$ cat src/design/skpc_pkg.sv
// shared types, constants and table builders for the soft-knee peak compressor
package skpc_pkg;

   localparam int FIELD_COUNT          = 8;
   localparam int MAX_CHANNELS_DEFAULT = 8;
   localparam int SAMPLE_BITS_DEFAULT  = 24;

   // configuration port
   localparam int CSR_INDEX_BITS = 3;
   localparam int CSR_DATA_BITS  = 17;

   localparam logic [CSR_INDEX_BITS-1:0] CSR_THRESHOLD = 3'd0;
   localparam logic [CSR_INDEX_BITS-1:0] CSR_RATIO     = 3'd1;
   localparam logic [CSR_INDEX_BITS-1:0] CSR_KNEE      = 3'd2;
   localparam logic [CSR_INDEX_BITS-1:0] CSR_ATTACK    = 3'd3;
   localparam logic [CSR_INDEX_BITS-1:0] CSR_RELEASE   = 3'd4;
   localparam logic [CSR_INDEX_BITS-1:0] CSR_MAKEUP    = 3'd5;
   localparam logic [CSR_INDEX_BITS-1:0] CSR_WET       = 3'd6;
   localparam logic [CSR_INDEX_BITS-1:0] CSR_CHANNELS  = 3'd7;

   localparam logic signed [15:0] THRESHOLD_RESET = -16'sd5120;
   localparam logic [14:0]        RATIO_RESET     = 15'd1024;
   localparam logic [12:0]        KNEE_RESET      = 13'd1536;
   localparam logic [15:0]        ATTACK_RESET    = 16'd0;
   localparam logic [15:0]        RELEASE_RESET   = 16'd0;
   localparam logic [15:0]        MAKEUP_RESET    = 16'd4096;
   localparam logic [16:0]        WET_RESET       = 17'd65536;
   localparam logic [3:0]         CHANNELS_RESET  = 4'd2;

   localparam logic [14:0]        RATIO_UNITY = 15'd256;
   localparam logic [16:0]        WET_FULL    = 17'd65536;

   // level and gain conversion
   localparam logic signed [17:0] FLOOR_DB     = -18'sd30720;
   localparam logic [31:0]        DB_PER_LOG2  = 32'd394566;
   localparam logic [31:0]        LOG2_PER_DB  = 32'd10885;
   localparam int                 GAIN_STEPS   = 16;
   localparam int                 FACTOR_BITS  = 31;

   // shared multiplier
   localparam int MUL_A_BITS = 36;
   localparam int MUL_B_BITS = 32;
   localparam int MUL_P_BITS = MUL_A_BITS + MUL_B_BITS;

   typedef logic [MUL_A_BITS-1:0] mul_a_type;
   typedef logic [MUL_B_BITS-1:0] mul_b_type;
   typedef logic [MUL_P_BITS-1:0] mul_p_type;

   // shared divider
   typedef struct packed {
      logic        start;
      logic [31:0] dividend;
      logic [15:0] divisor;
   } div_request_type;

   typedef struct packed {
      logic        done;
      logic [15:0] quotient;
   } div_status_type;

   function automatic logic [63:0] isqrt64(input logic [63:0] v);
      logic [63:0] rem;
      logic [63:0] res;
      logic [63:0] bit_v;
      rem   = v;
      res   = '0;
      bit_v = 64'h4000_0000_0000_0000;
      for (int i = 0; i < 32; i++) begin
         if (rem >= res + bit_v) begin
            rem = rem - (res + bit_v);
            res = (res >> 1) + bit_v;
         end else begin
            res = res >> 1;
         end
         bit_v = bit_v >> 2;
      end
      return res;
   endfunction

   // factors 2^-(2^-i), i = 1..16, Q1.30, each the floor root of the one before
   function automatic logic [GAIN_STEPS*FACTOR_BITS-1:0] build_gain_factors();
      logic [63:0]                        s;
      logic [GAIN_STEPS*FACTOR_BITS-1:0] tab;
      s   = 64'd1 << 29;
      tab = '0;
      for (int i = 0; i < GAIN_STEPS; i++) begin
         s = isqrt64(s << 30);
         tab[i*FACTOR_BITS +: FACTOR_BITS] = s[FACTOR_BITS-1:0];
      end
      return tab;
   endfunction

   localparam logic [GAIN_STEPS*FACTOR_BITS-1:0] GAIN_FACTORS = build_gain_factors();

endpackage

$ cat src/design/skpc_mul.sv
// shared multiplier with registered product
module skpc_mul (
   input  logic                clock,
   input  skpc_pkg::mul_a_type a,
   input  skpc_pkg::mul_b_type b,
   output skpc_pkg::mul_p_type product
);
   import skpc_pkg::*;

   mul_p_type product_ff;
   mul_p_type product_in;

   assign product_in = MUL_P_BITS'(a) * MUL_P_BITS'(b);
   assign product    = product_ff;

   always_ff @(posedge clock) begin
      product_ff <= product_in;
   end

endmodule

$ cat src/design/skpc_div.sv
// restoring divider, one quotient bit per cycle, 16-bit quotient
module skpc_div (
   input  logic                      clock,
   input  logic                      reset,
   input  skpc_pkg::div_request_type req,
   output skpc_pkg::div_status_type  status
);
   import skpc_pkg::*;

   logic        busy_ff, busy_in;
   logic        done_ff, done_in;
   logic [3:0]  cnt_ff, cnt_in;
   logic [15:0] rem_ff, rem_in;
   logic [15:0] dvd_ff, dvd_in;
   logic [15:0] dvr_ff, dvr_in;
   logic [15:0] q_ff, q_in;
   logic [16:0] trial;
   logic        fits;

   assign trial = {rem_ff, dvd_ff[15]};
   assign fits  = trial >= {1'b0, dvr_ff};

   always_comb begin
      busy_in = busy_ff;
      done_in = 1'b0;
      cnt_in  = cnt_ff;
      rem_in  = rem_ff;
      dvd_in  = dvd_ff;
      dvr_in  = dvr_ff;
      q_in    = q_ff;
      if (req.start) begin
         busy_in = 1'b1;
         cnt_in  = '0;
         rem_in  = req.dividend[31:16];
         dvd_in  = req.dividend[15:0];
         dvr_in  = req.divisor;
      end else if (busy_ff) begin
         rem_in = fits ? 16'(trial - {1'b0, dvr_ff}) : trial[15:0];
         q_in   = {q_ff[14:0], fits};
         dvd_in = {dvd_ff[14:0], 1'b0};
         cnt_in = cnt_ff + 4'd1;
         if (cnt_ff == 4'd15) begin
            busy_in = 1'b0;
            done_in = 1'b1;
         end
      end
   end

   always_ff @(posedge clock) begin
      if (reset) begin
         busy_ff <= 1'b0;
         done_ff <= 1'b0;
      end else begin
         busy_ff <= busy_in;
         done_ff <= done_in;
      end
      cnt_ff <= cnt_in;
      rem_ff <= rem_in;
      dvd_ff <= dvd_in;
      dvr_ff <= dvr_in;
      q_ff   <= q_in;
   end

   assign status.done     = done_ff;
   assign status.quotient = q_ff;

endmodule

$ cat src/design/soft_knee_peak_compressor_core.sv
// soft-knee peak compressor core: sequencer around one shared multiplier and divider
//
//   channel  direction  transfer when           carries
//   req_     in         req_valid & req_ready   one frame, silent and enabled flags
//   rsp_     out        rsp_valid & rsp_ready   processed frame, kept reduction
//   csr_     in         csr_valid & csr_ready   register index and data, always ready
//
// a bypassed frame goes straight to the output handover; an enabled frame runs the
// bit-serial normalize, the 16-pass log squaring and 16-pass gain product on the
// shared multiplier, the divider (slope, soft knee) and the per-channel steps
// reset is synchronous: state idle, kept reduction zero, registers at defaults
// req_ready is high only while idle; one finished frame waits in the output register
// while the next frame is taken, and a stalled rsp_ready holds the sequencer at its end
module soft_knee_peak_compressor_core #(
   parameter int MAX_CHANNELS = skpc_pkg::MAX_CHANNELS_DEFAULT,
   parameter int SAMPLE_BITS  = skpc_pkg::SAMPLE_BITS_DEFAULT
) (
   input  logic                                clock,
   input  logic                                reset,
   input  logic                                req_valid,
   output logic                                req_ready,
   input  logic signed [SAMPLE_BITS-1:0]       req_sample_0,
   input  logic signed [SAMPLE_BITS-1:0]       req_sample_1,
   input  logic signed [SAMPLE_BITS-1:0]       req_sample_2,
   input  logic signed [SAMPLE_BITS-1:0]       req_sample_3,
   input  logic signed [SAMPLE_BITS-1:0]       req_sample_4,
   input  logic signed [SAMPLE_BITS-1:0]       req_sample_5,
   input  logic signed [SAMPLE_BITS-1:0]       req_sample_6,
   input  logic signed [SAMPLE_BITS-1:0]       req_sample_7,
   input  logic                                req_silent,
   input  logic                                req_enabled,
   output logic                                rsp_valid,
   input  logic                                rsp_ready,
   output logic signed [SAMPLE_BITS-1:0]       rsp_out_0,
   output logic signed [SAMPLE_BITS-1:0]       rsp_out_1,
   output logic signed [SAMPLE_BITS-1:0]       rsp_out_2,
   output logic signed [SAMPLE_BITS-1:0]       rsp_out_3,
   output logic signed [SAMPLE_BITS-1:0]       rsp_out_4,
   output logic signed [SAMPLE_BITS-1:0]       rsp_out_5,
   output logic signed [SAMPLE_BITS-1:0]       rsp_out_6,
   output logic signed [SAMPLE_BITS-1:0]       rsp_out_7,
   output logic [15:0]                         rsp_reduction_level,
   input  logic                                csr_valid,
   output logic                                csr_ready,
   input  logic [skpc_pkg::CSR_INDEX_BITS-1:0] csr_index,
   input  logic [skpc_pkg::CSR_DATA_BITS-1:0]  csr_data
);
   import skpc_pkg::*;

   localparam int SB       = SAMPLE_BITS;
   localparam int PH_BITS  = SB + 6;
   localparam int MAG_BITS = SB + 7;
   localparam logic [MAG_BITS-1:0] MAG_HALF = MAG_BITS'(1) << (SB - 1);
   localparam logic [3:0]          LAST_CH  = 4'(MAX_CHANNELS - 1);

   // sequencer states
   localparam logic [4:0] ST_IDLE    = 5'd0;
   localparam logic [4:0] ST_PEAK    = 5'd1;
   localparam logic [4:0] ST_NORM    = 5'd2;
   localparam logic [4:0] ST_LOGSQ   = 5'd3;
   localparam logic [4:0] ST_LOGACC  = 5'd4;
   localparam logic [4:0] ST_DBMUL   = 5'd5;
   localparam logic [4:0] ST_DBRES   = 5'd6;
   localparam logic [4:0] ST_SLOPE   = 5'd7;
   localparam logic [4:0] ST_SLOPEW  = 5'd8;
   localparam logic [4:0] ST_TGT     = 5'd9;
   localparam logic [4:0] ST_HARDRES = 5'd10;
   localparam logic [4:0] ST_SOFT1   = 5'd11;
   localparam logic [4:0] ST_SOFT2   = 5'd12;
   localparam logic [4:0] ST_SOFTW   = 5'd13;
   localparam logic [4:0] ST_SMOOTH  = 5'd14;
   localparam logic [4:0] ST_SMRES   = 5'd15;
   localparam logic [4:0] ST_EXP     = 5'd16;
   localparam logic [4:0] ST_EXPRES  = 5'd17;
   localparam logic [4:0] ST_GAINLP  = 5'd18;
   localparam logic [4:0] ST_GAINACC = 5'd19;
   localparam logic [4:0] ST_MKUP    = 5'd20;
   localparam logic [4:0] ST_MKRES   = 5'd21;
   localparam logic [4:0] ST_MIXRES  = 5'd22;
   localparam logic [4:0] ST_CHH     = 5'd23;
   localparam logic [4:0] ST_CHL     = 5'd24;
   localparam logic [4:0] ST_CHR     = 5'd25;
   localparam logic [4:0] ST_DONE    = 5'd26;

   // configuration registers
   logic signed [15:0] thr_ff;
   logic [14:0]        ratio_ff;
   logic [12:0]        knee_ff;
   logic [15:0]        attack_ff;
   logic [15:0]        release_ff;
   logic [15:0]        makeup_ff;
   logic [16:0]        wet_ff;
   logic [3:0]         chans_ff;

   // sequencer and work registers
   logic [4:0]           state_ff, state_in;
   logic [3:0]           cnt_ff, cnt_in;
   logic signed [SB-1:0] x_ff [FIELD_COUNT];
   logic signed [SB-1:0] x_in [FIELD_COUNT];
   logic signed [SB-1:0] res_ff [FIELD_COUNT];
   logic signed [SB-1:0] res_in [FIELD_COUNT];
   logic signed [SB-1:0] out_ff [FIELD_COUNT];
   logic signed [SB-1:0] out_in [FIELD_COUNT];
   logic                 rsp_valid_ff, rsp_valid_in;
   logic [15:0]          red_out_ff, red_out_in;
   logic [15:0]          kept_ff, kept_in;
   logic [SB-1:0]        peak_ff, peak_in;
   logic [31:0]          norm_ff, norm_in;
   logic [4:0]           k_ff, k_in;
   logic [30:0]          m_ff, m_in;
   logic [15:0]          frac_ff, frac_in;
   logic signed [17:0]   db_ff, db_in;
   logic [15:0]          slope_ff, slope_in;
   logic [15:0]          target_ff, target_in;
   logic [21:0]          e_ff, e_in;
   logic [30:0]          r_ff, r_in;
   logic [35:0]          mix_ff, mix_in;
   logic [PH_BITS-1:0]   ph_ff, ph_in;

   // shared units
   mul_a_type       mul_a;
   mul_b_type       mul_b;
   mul_p_type       prod;
   div_request_type div_req;
   div_status_type  div_st;

   skpc_mul u_mul (
      .clock   (clock),
      .a       (mul_a),
      .b       (mul_b),
      .product (prod)
   );

   skpc_div u_div (
      .clock  (clock),
      .reset  (reset),
      .req    (div_req),
      .status (div_st)
   );

   // port gathering
   logic signed [SB-1:0] sample_in [FIELD_COUNT];
   assign sample_in[0] = req_sample_0;
   assign sample_in[1] = req_sample_1;
   assign sample_in[2] = req_sample_2;
   assign sample_in[3] = req_sample_3;
   assign sample_in[4] = req_sample_4;
   assign sample_in[5] = req_sample_5;
   assign sample_in[6] = req_sample_6;
   assign sample_in[7] = req_sample_7;

   assign rsp_out_0 = out_ff[0];
   assign rsp_out_1 = out_ff[1];
   assign rsp_out_2 = out_ff[2];
   assign rsp_out_3 = out_ff[3];
   assign rsp_out_4 = out_ff[4];
   assign rsp_out_5 = out_ff[5];
   assign rsp_out_6 = out_ff[6];
   assign rsp_out_7 = out_ff[7];
   assign rsp_reduction_level = red_out_ff;
   assign rsp_valid = rsp_valid_ff;

   assign req_ready = (state_ff == ST_IDLE);
   assign csr_ready = 1'b1;

   // channel count clamped into 1..MAX_CHANNELS
   logic [3:0] n_eff;
   assign n_eff = (chans_ff == 4'd0) ? 4'd1 :
                  ((chans_ff > 4'(MAX_CHANNELS)) ? 4'(MAX_CHANNELS) : chans_ff);

   // current channel magnitude
   logic signed [SB-1:0] cur_x;
   logic                 cur_neg;
   logic [SB-1:0]        cur_abs;
   logic [SB-1:0]        peak_max;
   assign cur_x    = x_ff[cnt_ff[2:0]];
   assign cur_neg  = cur_x[SB-1];
   assign cur_abs  = cur_neg ? SB'(-cur_x) : SB'(cur_x);
   assign peak_max = (cur_abs > peak_ff) ? cur_abs : peak_ff;

   // log2 magnitude below full scale, Q.16
   logic [4:0]  lvl_shift;
   logic [20:0] neg_lvl;
   assign lvl_shift = k_ff - 5'(32 - SB);
   assign neg_lvl   = (lvl_shift == 5'd0) ? 21'd0 : ({lvl_shift, 16'h0} - 21'(frac_ff));

   // gain computer decisions
   logic signed [17:0] over;
   logic signed [19:0] tsum;
   logic signed [19:0] knee_s;
   logic signed [19:0] knee2_s;
   logic               soft_zero, soft_full, hard_sel, soft_sel;
   assign over      = db_ff - 18'(thr_ff);
   assign knee_s    = $signed({7'd0, knee_ff});
   assign knee2_s   = $signed({6'd0, knee_ff, 1'b0});
   assign tsum      = 20'(over) + 20'(over) + knee_s;
   assign soft_zero = (tsum <= 20'sd0);
   assign soft_full = (tsum >= knee2_s);
   assign hard_sel  = (knee_ff == 13'd0) ? (over > 18'sd0) : (!soft_zero && soft_full);
   assign soft_sel  = (knee_ff != 13'd0) && !soft_zero && !soft_full;

   // smoothing direction
   logic up;
   assign up = target_ff > kept_ff;

   // gain after integer shift
   logic [5:0]  e_int;
   logic [15:0] e_frac;
   logic [30:0] gain;
   assign e_int  = e_ff[21:16];
   assign e_frac = e_ff[15:0];
   assign gain   = (e_int >= 6'd31) ? 31'd0 : (r_ff >> e_int);

   // wet share saturated to one
   logic [16:0] wet_eff;
   logic [16:0] dry;
   assign wet_eff = (wet_ff > WET_FULL) ? WET_FULL : wet_ff;
   assign dry     = WET_FULL - wet_eff;

   // product slices
   logic [31:0]         sq;
   logic [40:0]         db_rnd;
   logic [16:0]         db_mag;
   logic [30:0]         e_sum;
   logic [51:0]         mix_sum;
   logic [62:0]         lo_sum;
   logic [MAG_BITS-1:0] mag;
   logic [MAG_BITS-1:0] mag_sat;
   logic [SB-1:0]       mag_pos;
   logic signed [SB-1:0] ch_out;
   assign sq      = prod[61:30];
   assign db_rnd  = 41'(prod[39:0]) + 41'(24'h80_0000);
   assign db_mag  = db_rnd[40:24];
   assign e_sum   = 31'(prod[29:0]) + 31'd128;
   assign mix_sum = 52'({dry, 30'd0}) + 52'(prod[50:0]);
   assign lo_sum  = 63'(prod[61:0]) + 63'(32'h2000_0000);
   assign mag     = MAG_BITS'(ph_ff) + MAG_BITS'(lo_sum[62:30]);
   assign mag_sat = (mag > MAG_HALF) ? MAG_HALF : mag;
   // positive side stops one below half scale, negative side reaches it
   assign mag_pos = (mag_sat == MAG_HALF) ? SB'(MAG_HALF - MAG_BITS'(1)) : SB'(mag_sat);
   assign ch_out  = cur_neg ? SB'(-SB'(mag_sat)) : mag_pos;

   // operand steering for the shared multiplier
   always_comb begin
      mul_a = '0;
      mul_b = '0;
      case (state_ff)
         ST_LOGSQ: begin
            mul_a = MUL_A_BITS'(m_ff);
            mul_b = MUL_B_BITS'(m_ff);
         end
         ST_DBMUL: begin
            mul_a = MUL_A_BITS'(neg_lvl);
            mul_b = DB_PER_LOG2;
         end
         ST_TGT: begin
            if (hard_sel) begin
               mul_a = MUL_A_BITS'(over[16:0]);
               mul_b = MUL_B_BITS'(slope_ff);
            end else begin
               mul_a = MUL_A_BITS'(tsum[13:0]);
               mul_b = MUL_B_BITS'(tsum[13:0]);
            end
         end
         ST_SOFT1: begin
            mul_a = MUL_A_BITS'(prod[27:0]);
            mul_b = MUL_B_BITS'(slope_ff);
         end
         ST_SMOOTH: begin
            if (up) begin
               mul_a = MUL_A_BITS'(target_ff - kept_ff);
               mul_b = MUL_B_BITS'(attack_ff);
            end else begin
               mul_a = MUL_A_BITS'(kept_ff - target_ff);
               mul_b = MUL_B_BITS'(release_ff);
            end
         end
         ST_EXP: begin
            mul_a = MUL_A_BITS'(kept_ff);
            mul_b = LOG2_PER_DB;
         end
         ST_GAINLP: begin
            mul_a = MUL_A_BITS'(r_ff);
            mul_b = MUL_B_BITS'(GAIN_FACTORS[cnt_ff*FACTOR_BITS +: FACTOR_BITS]);
         end
         ST_MKUP: begin
            mul_a = MUL_A_BITS'(gain);
            mul_b = MUL_B_BITS'(makeup_ff);
         end
         ST_MKRES: begin
            mul_a = MUL_A_BITS'(prod[45:12]);
            mul_b = MUL_B_BITS'(wet_eff);
         end
         ST_CHH: begin
            mul_a = MUL_A_BITS'(cur_abs);
            mul_b = MUL_B_BITS'(mix_ff[35:30]);
         end
         ST_CHL: begin
            mul_a = MUL_A_BITS'(cur_abs);
            mul_b = MUL_B_BITS'(mix_ff[29:0]);
         end
         default: begin
            mul_a = '0;
            mul_b = '0;
         end
      endcase
   end

   // divider requests: slope from the ratio, then the soft-knee quotient
   always_comb begin
      div_req.start    = 1'b0;
      div_req.dividend = '0;
      div_req.divisor  = '0;
      if (state_ff == ST_SLOPE) begin
         div_req.start    = (ratio_ff > RATIO_UNITY);
         div_req.dividend = 32'({15'(ratio_ff - RATIO_UNITY), 16'h0});
         div_req.divisor  = 16'(ratio_ff);
      end else if (state_ff == ST_SOFT2) begin
         div_req.start    = 1'b1;
         div_req.dividend = 32'(prod[43:19]);
         div_req.divisor  = 16'(knee_ff);
      end
   end

   // sequencer
   always_comb begin
      state_in     = state_ff;
      cnt_in       = cnt_ff;
      x_in         = x_ff;
      res_in       = res_ff;
      out_in       = out_ff;
      rsp_valid_in = rsp_valid_ff && !rsp_ready;
      red_out_in   = red_out_ff;
      kept_in      = kept_ff;
      peak_in      = peak_ff;
      norm_in      = norm_ff;
      k_in         = k_ff;
      m_in         = m_ff;
      frac_in      = frac_ff;
      db_in        = db_ff;
      slope_in     = slope_ff;
      target_in    = target_ff;
      e_in         = e_ff;
      r_in         = r_ff;
      mix_in       = mix_ff;
      ph_in        = ph_ff;
      case (state_ff)
         ST_IDLE: begin
            if (req_valid) begin
               // silent and inactive channels enter as zero
               for (int j = 0; j < FIELD_COUNT; j++) begin
                  x_in[j]   = (req_silent || (4'(j) >= n_eff)) ? '0 : sample_in[j];
                  res_in[j] = x_in[j];
               end
               peak_in = '0;
               cnt_in  = '0;
               if (req_enabled) begin
                  state_in = ST_PEAK;
               end else begin
                  kept_in  = '0;
                  state_in = ST_DONE;
               end
            end
         end
         ST_PEAK: begin
            peak_in = peak_max;
            cnt_in  = cnt_ff + 4'd1;
            if (cnt_ff == LAST_CH) begin
               if (peak_max == '0) begin
                  db_in    = FLOOR_DB;
                  state_in = ST_SLOPE;
               end else begin
                  norm_in  = 32'(peak_max);
                  k_in     = '0;
                  state_in = ST_NORM;
               end
            end
         end
         ST_NORM: begin
            if (norm_ff[31]) begin
               m_in     = norm_ff[31:1];
               frac_in  = '0;
               cnt_in   = '0;
               state_in = ST_LOGSQ;
            end else begin
               norm_in = {norm_ff[30:0], 1'b0};
               k_in    = k_ff + 5'd1;
            end
         end
         ST_LOGSQ: begin
            state_in = ST_LOGACC;
         end
         ST_LOGACC: begin
            frac_in = {frac_ff[14:0], sq[31]};
            m_in    = sq[31] ? sq[31:1] : sq[30:0];
            cnt_in  = cnt_ff + 4'd1;
            state_in = (cnt_ff == 4'd15) ? ST_DBMUL : ST_LOGSQ;
         end
         ST_DBMUL: begin
            state_in = ST_DBRES;
         end
         ST_DBRES: begin
            db_in    = -$signed({1'b0, db_mag});
            state_in = ST_SLOPE;
         end
         ST_SLOPE: begin
            if (ratio_ff > RATIO_UNITY) begin
               state_in = ST_SLOPEW;
            end else begin
               target_in = '0;
               state_in  = ST_SMOOTH;
            end
         end
         ST_SLOPEW: begin
            if (div_st.done) begin
               slope_in = div_st.quotient;
               state_in = ST_TGT;
            end
         end
         ST_TGT: begin
            if (hard_sel) begin
               state_in = ST_HARDRES;
            end else if (soft_sel) begin
               state_in = ST_SOFT1;
            end else begin
               target_in = '0;
               state_in  = ST_SMOOTH;
            end
         end
         ST_HARDRES: begin
            target_in = prod[32] ? 16'hFFFF : prod[31:16];
            state_in  = ST_SMOOTH;
         end
         ST_SOFT1: begin
            state_in = ST_SOFT2;
         end
         ST_SOFT2: begin
            state_in = ST_SOFTW;
         end
         ST_SOFTW: begin
            if (div_st.done) begin
               target_in = div_st.quotient;
               state_in  = ST_SMOOTH;
            end
         end
         ST_SMOOTH: begin
            state_in = ST_SMRES;
         end
         ST_SMRES: begin
            kept_in  = up ? (target_ff - prod[31:16]) : (target_ff + prod[31:16]);
            state_in = ST_EXP;
         end
         ST_EXP: begin
            state_in = ST_EXPRES;
         end
         ST_EXPRES: begin
            e_in     = e_sum[29:8];
            r_in     = 31'h4000_0000;
            cnt_in   = '0;
            state_in = ST_GAINLP;
         end
         ST_GAINLP: begin
            // bit for factor i is fraction bit 16-i, msb first
            if (e_frac[~cnt_ff]) begin
               state_in = ST_GAINACC;
            end else if (cnt_ff == 4'd15) begin
               state_in = ST_MKUP;
            end else begin
               cnt_in = cnt_ff + 4'd1;
            end
         end
         ST_GAINACC: begin
            r_in = prod[60:30];
            if (cnt_ff == 4'd15) begin
               state_in = ST_MKUP;
            end else begin
               cnt_in   = cnt_ff + 4'd1;
               state_in = ST_GAINLP;
            end
         end
         ST_MKUP: begin
            state_in = ST_MKRES;
         end
         ST_MKRES: begin
            state_in = ST_MIXRES;
         end
         ST_MIXRES: begin
            mix_in   = mix_sum[51:16];
            cnt_in   = '0;
            state_in = ST_CHH;
         end
         ST_CHH: begin
            state_in = ST_CHL;
         end
         ST_CHL: begin
            ph_in    = prod[PH_BITS-1:0];
            state_in = ST_CHR;
         end
         ST_CHR: begin
            res_in[cnt_ff[2:0]] = ch_out;
            if (cnt_ff == LAST_CH) begin
               state_in = ST_DONE;
            end else begin
               cnt_in   = cnt_ff + 4'd1;
               state_in = ST_CHH;
            end
         end
         ST_DONE: begin
            // hand over once the output register is free or being emptied
            if (!rsp_valid_ff || rsp_ready) begin
               out_in       = res_ff;
               red_out_in   = kept_ff;
               rsp_valid_in = 1'b1;
               state_in     = ST_IDLE;
            end
         end
         default: begin
            state_in = ST_IDLE;
         end
      endcase
   end

   always_ff @(posedge clock) begin
      if (reset) begin
         state_ff     <= ST_IDLE;
         rsp_valid_ff <= 1'b0;
         kept_ff      <= '0;
      end else begin
         state_ff     <= state_in;
         rsp_valid_ff <= rsp_valid_in;
         kept_ff      <= kept_in;
      end
      cnt_ff     <= cnt_in;
      x_ff       <= x_in;
      res_ff     <= res_in;
      out_ff     <= out_in;
      red_out_ff <= red_out_in;
      peak_ff    <= peak_in;
      norm_ff    <= norm_in;
      k_ff       <= k_in;
      m_ff       <= m_in;
      frac_ff    <= frac_in;
      db_ff      <= db_in;
      slope_ff   <= slope_in;
      target_ff  <= target_in;
      e_ff       <= e_in;
      r_ff       <= r_in;
      mix_ff     <= mix_in;
      ph_ff      <= ph_in;
   end

   // configuration writes
   always_ff @(posedge clock) begin
      if (reset) begin
         thr_ff     <= THRESHOLD_RESET;
         ratio_ff   <= RATIO_RESET;
         knee_ff    <= KNEE_RESET;
         attack_ff  <= ATTACK_RESET;
         release_ff <= RELEASE_RESET;
         makeup_ff  <= MAKEUP_RESET;
         wet_ff     <= WET_RESET;
         chans_ff   <= CHANNELS_RESET;
      end else if (csr_valid && csr_ready) begin
         case (csr_index)
            CSR_THRESHOLD: thr_ff     <= $signed(csr_data[15:0]);
            CSR_RATIO:     ratio_ff   <= csr_data[14:0];
            CSR_KNEE:      knee_ff    <= csr_data[12:0];
            CSR_ATTACK:    attack_ff  <= csr_data[15:0];
            CSR_RELEASE:   release_ff <= csr_data[15:0];
            CSR_MAKEUP:    makeup_ff  <= csr_data[15:0];
            CSR_WET:       wet_ff     <= csr_data[16:0];
            CSR_CHANNELS:  chans_ff   <= csr_data[3:0];
            default: begin
            end
         endcase
      end
   end

endmodule
$ cat config.mk
export PLATFORM = sky130hd
export DESIGN_NAME = soft_knee_peak_compressor_core
export DESIGN_NICKNAME = d
export VERILOG_FILES = /design/src/design/skpc_pkg.sv /design/src/design/skpc_mul.sv /design/src/design/skpc_div.sv /design/src/design/soft_knee_peak_compressor_core.sv
export SDC_FILE = /design/constraint.sdc
export NUM_CORES = 2
export LEC_CHECK = 0
export ABC_AREA = 1
export BUFFER_PORTS_ARGS = -buffer_cell sky130_fd_sc_hd__buf_2
export CORE_MARGIN = 2
export CORE_UTILIZATION = 55
export CTS_BUF_LIST = sky130_fd_sc_hd__clkbuf_8
export DETAILED_ROUTE_END_ITERATION = 6
export PLACE_DENSITY = 0.72
export SYNTH_ARGS = -nofsm -noshare
export SYNTH_HDL_FRONTEND = slang
export SYNTH_SLANG_ARGS = --single-unit
$ cat constraint.sdc
create_clock -name clock -period 24.8 [get_ports clock]
set_clock_uncertainty 0.2 [all_clocks]
set_input_delay 1.24 -clock clock [delete_from_list [all_inputs] [get_ports clock]]
set_output_delay 1.24 -clock clock [all_outputs]
set_load 0.02 [all_outputs]
# ---- Yosys cells after proc, flatten, opt, wreduce, memory -nomap -nowiden
# Index checks and enable logic that the tools add are counted.
dict set report totals {
  output_inout_bits 211
  ff_bits 1140
}
dict set report classes {
  bitwise_logic 4
  add_sub_neg 23
  n_lt_le_gt_ge 22
  n_mul 2
  n_reduce_logical 61
  n_shift 2
  n_mux 100
  eq_ne 53
}
# cell n
set op_table {}
lappend op_table {{496-bit by 10-bit indexed part select with 31-bit output (first input constant)} 1}
lappend op_table {{24-bit 2-to-1 mux} 16}
lappend op_table {{192-bit case mux with 2 select lines} 1}
lappend op_table {{36-bit case mux with 10 select lines} 1}
lappend op_table {{31-bit case mux with 11 select lines} 1}
lappend op_table {{16-bit 2-to-1 mux} 16}
lappend op_table {{192-bit bitwise mux} 1}
lappend op_table {{192-bit 2-to-1 mux} 1}
lappend op_table {{5-bit case mux with 27 select lines} 1}
lappend op_table {{31-bit 2-to-1 mux} 4}
lappend op_table {{31-bit case mux with 2 select lines} 2}
lappend op_table {{49-bit 2-to-1 mux} 2}
lappend op_table {{32-bit 2-to-1 mux} 3}
lappend op_table {{24-bit binary-select mux with 3-bit select} 1}
lappend op_table {{24-bit demux with 3-bit select} 1}
lappend op_table {{16-bit case mux with 2 select lines} 2}
lappend op_table {{16-bit case mux with 4 select lines} 1}
lappend op_table {{32-bit case mux with 2 select lines} 1}
lappend op_table {{36-bit by 31-bit multiplier with 62-bit output} 1}
lappend op_table {{61-bit by 30-bit adder with 61-bit output (second input constant)} 1}
lappend op_table {{5-bit 2-to-1 mux} 12}
lappend op_table {{5-bit == test (second input constant)} 11}
lappend op_table {{47-bit by 51-bit adder with 52-bit output} 1}
lappend op_table {{24-bit negation} 2}
lappend op_table {{other kinds (82)} 183}

# ---- Logic depth before layout (Yosys ltp)
dict set report depth {
  ltp_word 12
  ltp_mapped 67
  depth_no_buf 65
}

# ---- By module
# A second synthesis with hierarchy kept.
dict set report hier_totals {
  cells_unflattened 12968
  hier_area_um2 102794.8
}
# mod area_each_um2 seq_area_each_um2 instances cells_each
set modules_own_cells {}
lappend modules_own_cells {soft_knee_peak_compressor_core 57556.5 28917.7 1 6980}
lappend modules_own_cells {skpc_mul 41242.1 1361.3 1 5526}
lappend modules_own_cells {skpc_div 3996.3 2042.0 1 462}

# ---- Worst setup path after synthesis
# Ideal clock, no wire load.
dict set report synth_path {
  path_kind {input to register}
  start {in req_valid}
  end {reg peak_ff[0] (enable)}
  cell_stages 4
  required_time_ps 24211
  setup_ps 389
  path_slack_ps 11248
  t_arrival_ps 12963
  path_cell_list {inv_1 -> nor2_1 -> clkinv_1 -> nand2_1}
}
dict set report synth_between {
  elab_chain_cells 2
}
# element line_no
set synth_rtl {}
lappend synth_rtl {{start, declared} soft_knee_peak_compressor_core.sv:20} ;# input logic req_valid,
lappend synth_rtl {{2-bit inequality test (no line)} n/a}
lappend synth_rtl {{2-bit AND reduction (no line)} n/a}
lappend synth_rtl {{end signal, assigned} soft_knee_peak_compressor_core.sv:538} ;# peak_ff <= peak_in;
lappend synth_rtl {{end, declared} soft_knee_peak_compressor_core.sv:107} ;# logic [SB-1:0] peak_ff, peak_in;
# No other way between the ends.
# A chain may end at the register's enable or synchronous reset.

# ---- Worst setup path in the final report
dict set report layout_path {
  start {reg cnt_ff[0]}
  end {reg u_mul.product_ff[46] (netlist: u_mul.product[46])}
}
dict set report layout_between {
  elab_chain_cells 8
  elab_cells_between_ends 11
}
# element line_no
set layout_rtl {}
lappend layout_rtl {{start, declared} soft_knee_peak_compressor_core.sv:97} ;# logic [3:0] cnt_ff, cnt_in;
lappend layout_rtl {{start signal, assigned} soft_knee_peak_compressor_core.sv:533} ;# cnt_ff <= cnt_in;
lappend layout_rtl {{parallel branches: the longest is 7 deep, another holds 4-bit by 5-bit multiplier with 9-bit output} n/a}
lappend layout_rtl {{36-bit by 31-bit multiplier with 62-bit output (*)} skpc_mul.sv:13} ;# assign product_in = MUL_P_BITS'(a) * MUL_P_BITS'(b);
lappend layout_rtl {{net u_mul.product_in[46]} skpc_mul.sv:11} ;# mul_p_type product_in;
lappend layout_rtl {{end signal, assigned} skpc_mul.sv:17} ;# product_ff <= product_in;
lappend layout_rtl {{end, declared} skpc_mul.sv:10} ;# mul_p_type product_ff;
# Mark *: on every way through the listed nets, which the timed path passes. The select of a mux whose other input is x is not followed.

==> results.json <==
{
  "synth_top_flop_cell": "edfxtp_1",
  "syn_avg_cell_area_um2": 8.46,
  "utilization_pct": 60.2,
  "critPathRequiredTime_ns": 25.38,
  "synth_area_um2": 95700,
  "cp-start-kind": "flop",
  "drt-vias-per-instance": 5.87,
  "finalSetupTns_ns": 0,
  "post_route_cells_drive_above_1_share_pct": 8.58,
  "place.gp.congestion": 1.10,
  "cp-end-kind": "flop",
  "postCtsSetupBuffers": 0,
  "mostFrequentLayoutCells": "nand2_1 (2724), inv_1 (2185), nor2_1 (1117)",
  "leakage_uw": 0.0508,
  "synthArstFlopShare_pct": 0,
  "core_area_um2": 173000,
  "cp.arrival_ns": 14.99,
  "worst_slew_pin_slew_ns": 1.55,
  "path_clk_slew_ns": 0.06,
  "final.min_clock_period_ns": 14.41,
  "die_x_um": 421,
  "dieArea_um2": 177000,
  "ys_ff_latch": 1139,
  "vdd.ir_drop.worst_mv": 0.109,
  "io_buffer_count": 428,
  "grt_setup_unrepaired": "no",
  "drt-wirelength-per-cell_um": 27.0,
  "ios": 430,
  "cts_buffers": 194,
  "die_h_um": 421,
  "relSlewSlack_pct": -3.56,
  "wl_um": 384000,
  "clock_sinks": 1139,
  "hpwlAfterDp_um": 298000,
  "maxSlewViolCount": 11,
  "final_common_cell": "nand2_1",
  "r2r-start": "cnt_ff[0]",
  "drtIter0Drc": 10400,
  "clock_latency_ns": 0.99,
  "finalSetupViolCount": 0,
  "yosys_warnings": 0,
  "root_buffer": "clkbuf_8",
  "worstPathMaxFanout": 53,
  "hp-class": "reg2reg",
  "cpMostUsedCell": "nand2_1",
  "first_pass_iters": 7,
  "synth-edff-count": 936,
  "ys_seq_area_share_pct": 33.6,
  "hold_start": "res_ff[45]",
  "htree_num_levels": 4,
  "overflow": 0,
  "slowest_stage": "nor2_1",
  "violations": "design-rule violations, max-capacitance violations, max-slew violations",
  "rows": 153,
  "final_antenna_net_count": 0,
  "num_vias": 83600,
  "grt_first_pass_wirelength_um": 555000,
  "area_growth_pct": 9.11,
  "synth.distinct_cells": 77,
  "hold_buffers": 0,
  "status": "finished, violations left",
  "clockBufferDepth": 3,
  "final_nets": 13400,
  "fmax_mhz": 69.4,
  "antenna_found_initial": 30,
  "cts_resized": 0,
  "hold_violations": 0,
  "drc_errors": 2,
  "worst-setup-path-type": "reg2reg",
  "crit_path_start": "cnt_ff[0]",
  "grt_max_degree": 96,
  "syn_inst": 11300,
  "slowest_delay_ns": 1.20,
  "start_util_pct": 55.2,
  "track_usage_pct": 43.0,
  "min_period_over_period_pct": 58.1,
  "power_density_nw_per_um2": 88.2,
  "cts_tree": "done",
  "grt_pass1_vias": 83000,
  "drv_cap": 1
}
[where the power goes]
group / switching (µW) / internal (µW)
logic: 3610 / 1130
clock network: 848 / 879
registers: 196 / 2540
[worst max-delay path: cells and delay by family (launching register included)]
family	cells	cell delay (ns)
flip-flops	1	0.53
AND/OR/NAND/NOR	14	4.12
XOR/XNOR	2	1.00
AO/OA/AOI/OAI	7	1.81
buffers and inverters	11	2.24
adder cells (fa/ha/maj)	9	4.21
[area by class of cell]
type                            count  area (µm²)
Sequential cell                  1139       32200
Tap cell                         2325        2910
Inverter                         2170        8150
Clock buffer                      208        2860
Antenna cell                       19        47.5
Multi-Input combinational cell   7623       53800
Fill cell                       15400       69000
Timing Repair Buffer              606        3480
Clock inverter                    148         985
[state kept, by name (all words and copies together), names as in the netlist, 30 cells and up]
name / count
x_ff: 192
ph_ff: 30
u_mul.product: 62
norm_ff: 32
m_ff: 31
mix_ff: 36
r_ff: 31
res_ff: 192
[per-layer routing]
metal / track usage (%) / up-vias / part of all wire, %
met4: 32.4 / 10 / 9.3
met1: 52.5 / 40300 / 36
met2: 65.8 / 5536 / 44
li1: - / 36300 / -
met3: 11.1 / 1382 / 11
met5: 0 / - / 0.015
[final timing paths]
kind	cells past startpoint	slack (ns)	endpoint
setup / recovery	43	10.39	u_mul.product[46]
hold / removal	0	0.18	rsp_out_6[21]
setup reg to reg	43	10.39	u_mul.product[46]
hold reg to reg	0	0.18	rsp_out_6[21]
[kinds of logic (layout without fill, tap and decap cells)]
| logic type | after synthesis | after routing | synth area share, % |
|---|---|---|---|
| adders and majority gates | 1404 | 1404 | 26.1 |
| DFF | 1139 | 1139 | 33.6 |
| and+or+nand+nor | 4559 | 4559 | 19.2 |
| other | 2 | 78 | 0.00785 |
| AOI/OAI and AO/OA | 1350 | 1350 | 8.19 |
| xor gates and xnor gates | 245 | 245 | 2.26 |
| buffers and inverters | 2605 | 3132 | 10.6 |
| muxes | 6 | 6 | 0.0628 |
[per-stage QoR]
| step | hold WS [ns] | setup slack, ns | area (µm²) | power [µW] | std cells |
|---|---|---|---|---|---|
| 3_5_place_dp | 0.205 | 11.06 | 101000 | 7270 | 13900 |
| 2_1_floorplan | 0.200 | 11.25 | 95900 | 5390 | 11400 |
| 6_report | 0.182 | 10.39 | 104000 | 9200 | 14200 |
| 4_1_cts | 0.177 | 10.89 | 104000 | 8990 | 14200 |
| 3_3_place_gp | 0.201 | 11.31 | 101000 | 7210 | 13900 |
| 5_1_grt | 0.198 | 10.02 | 104000 | 9550 | 14200 |
[synth_stat cells (29+ instances only)]
cell	number	area (µm²)
nand3_1	407	2040
nand4_1	61	382
nor3_1	80	400
o221ai_1	42	368
xor2_1	180	1580
edfxtp_1	936	28100
a21oi_1	425	2130
xnor2_1	63	552
buf_2	88	440
nor2_1	1128	4230
clkbuf_1	265	995
dfxtp_1	203	4060
ha_1	422	5280
inv_1	2132	8000
o211ai_1	82	616
o22ai_1	29	181
nand2_1	2732	10300
fa_1	982	19700
o21ai_0	529	2650
a31oi_1	39	244
buf_4	42	315
Note: power is estimated with default switching activity, not from simulation.
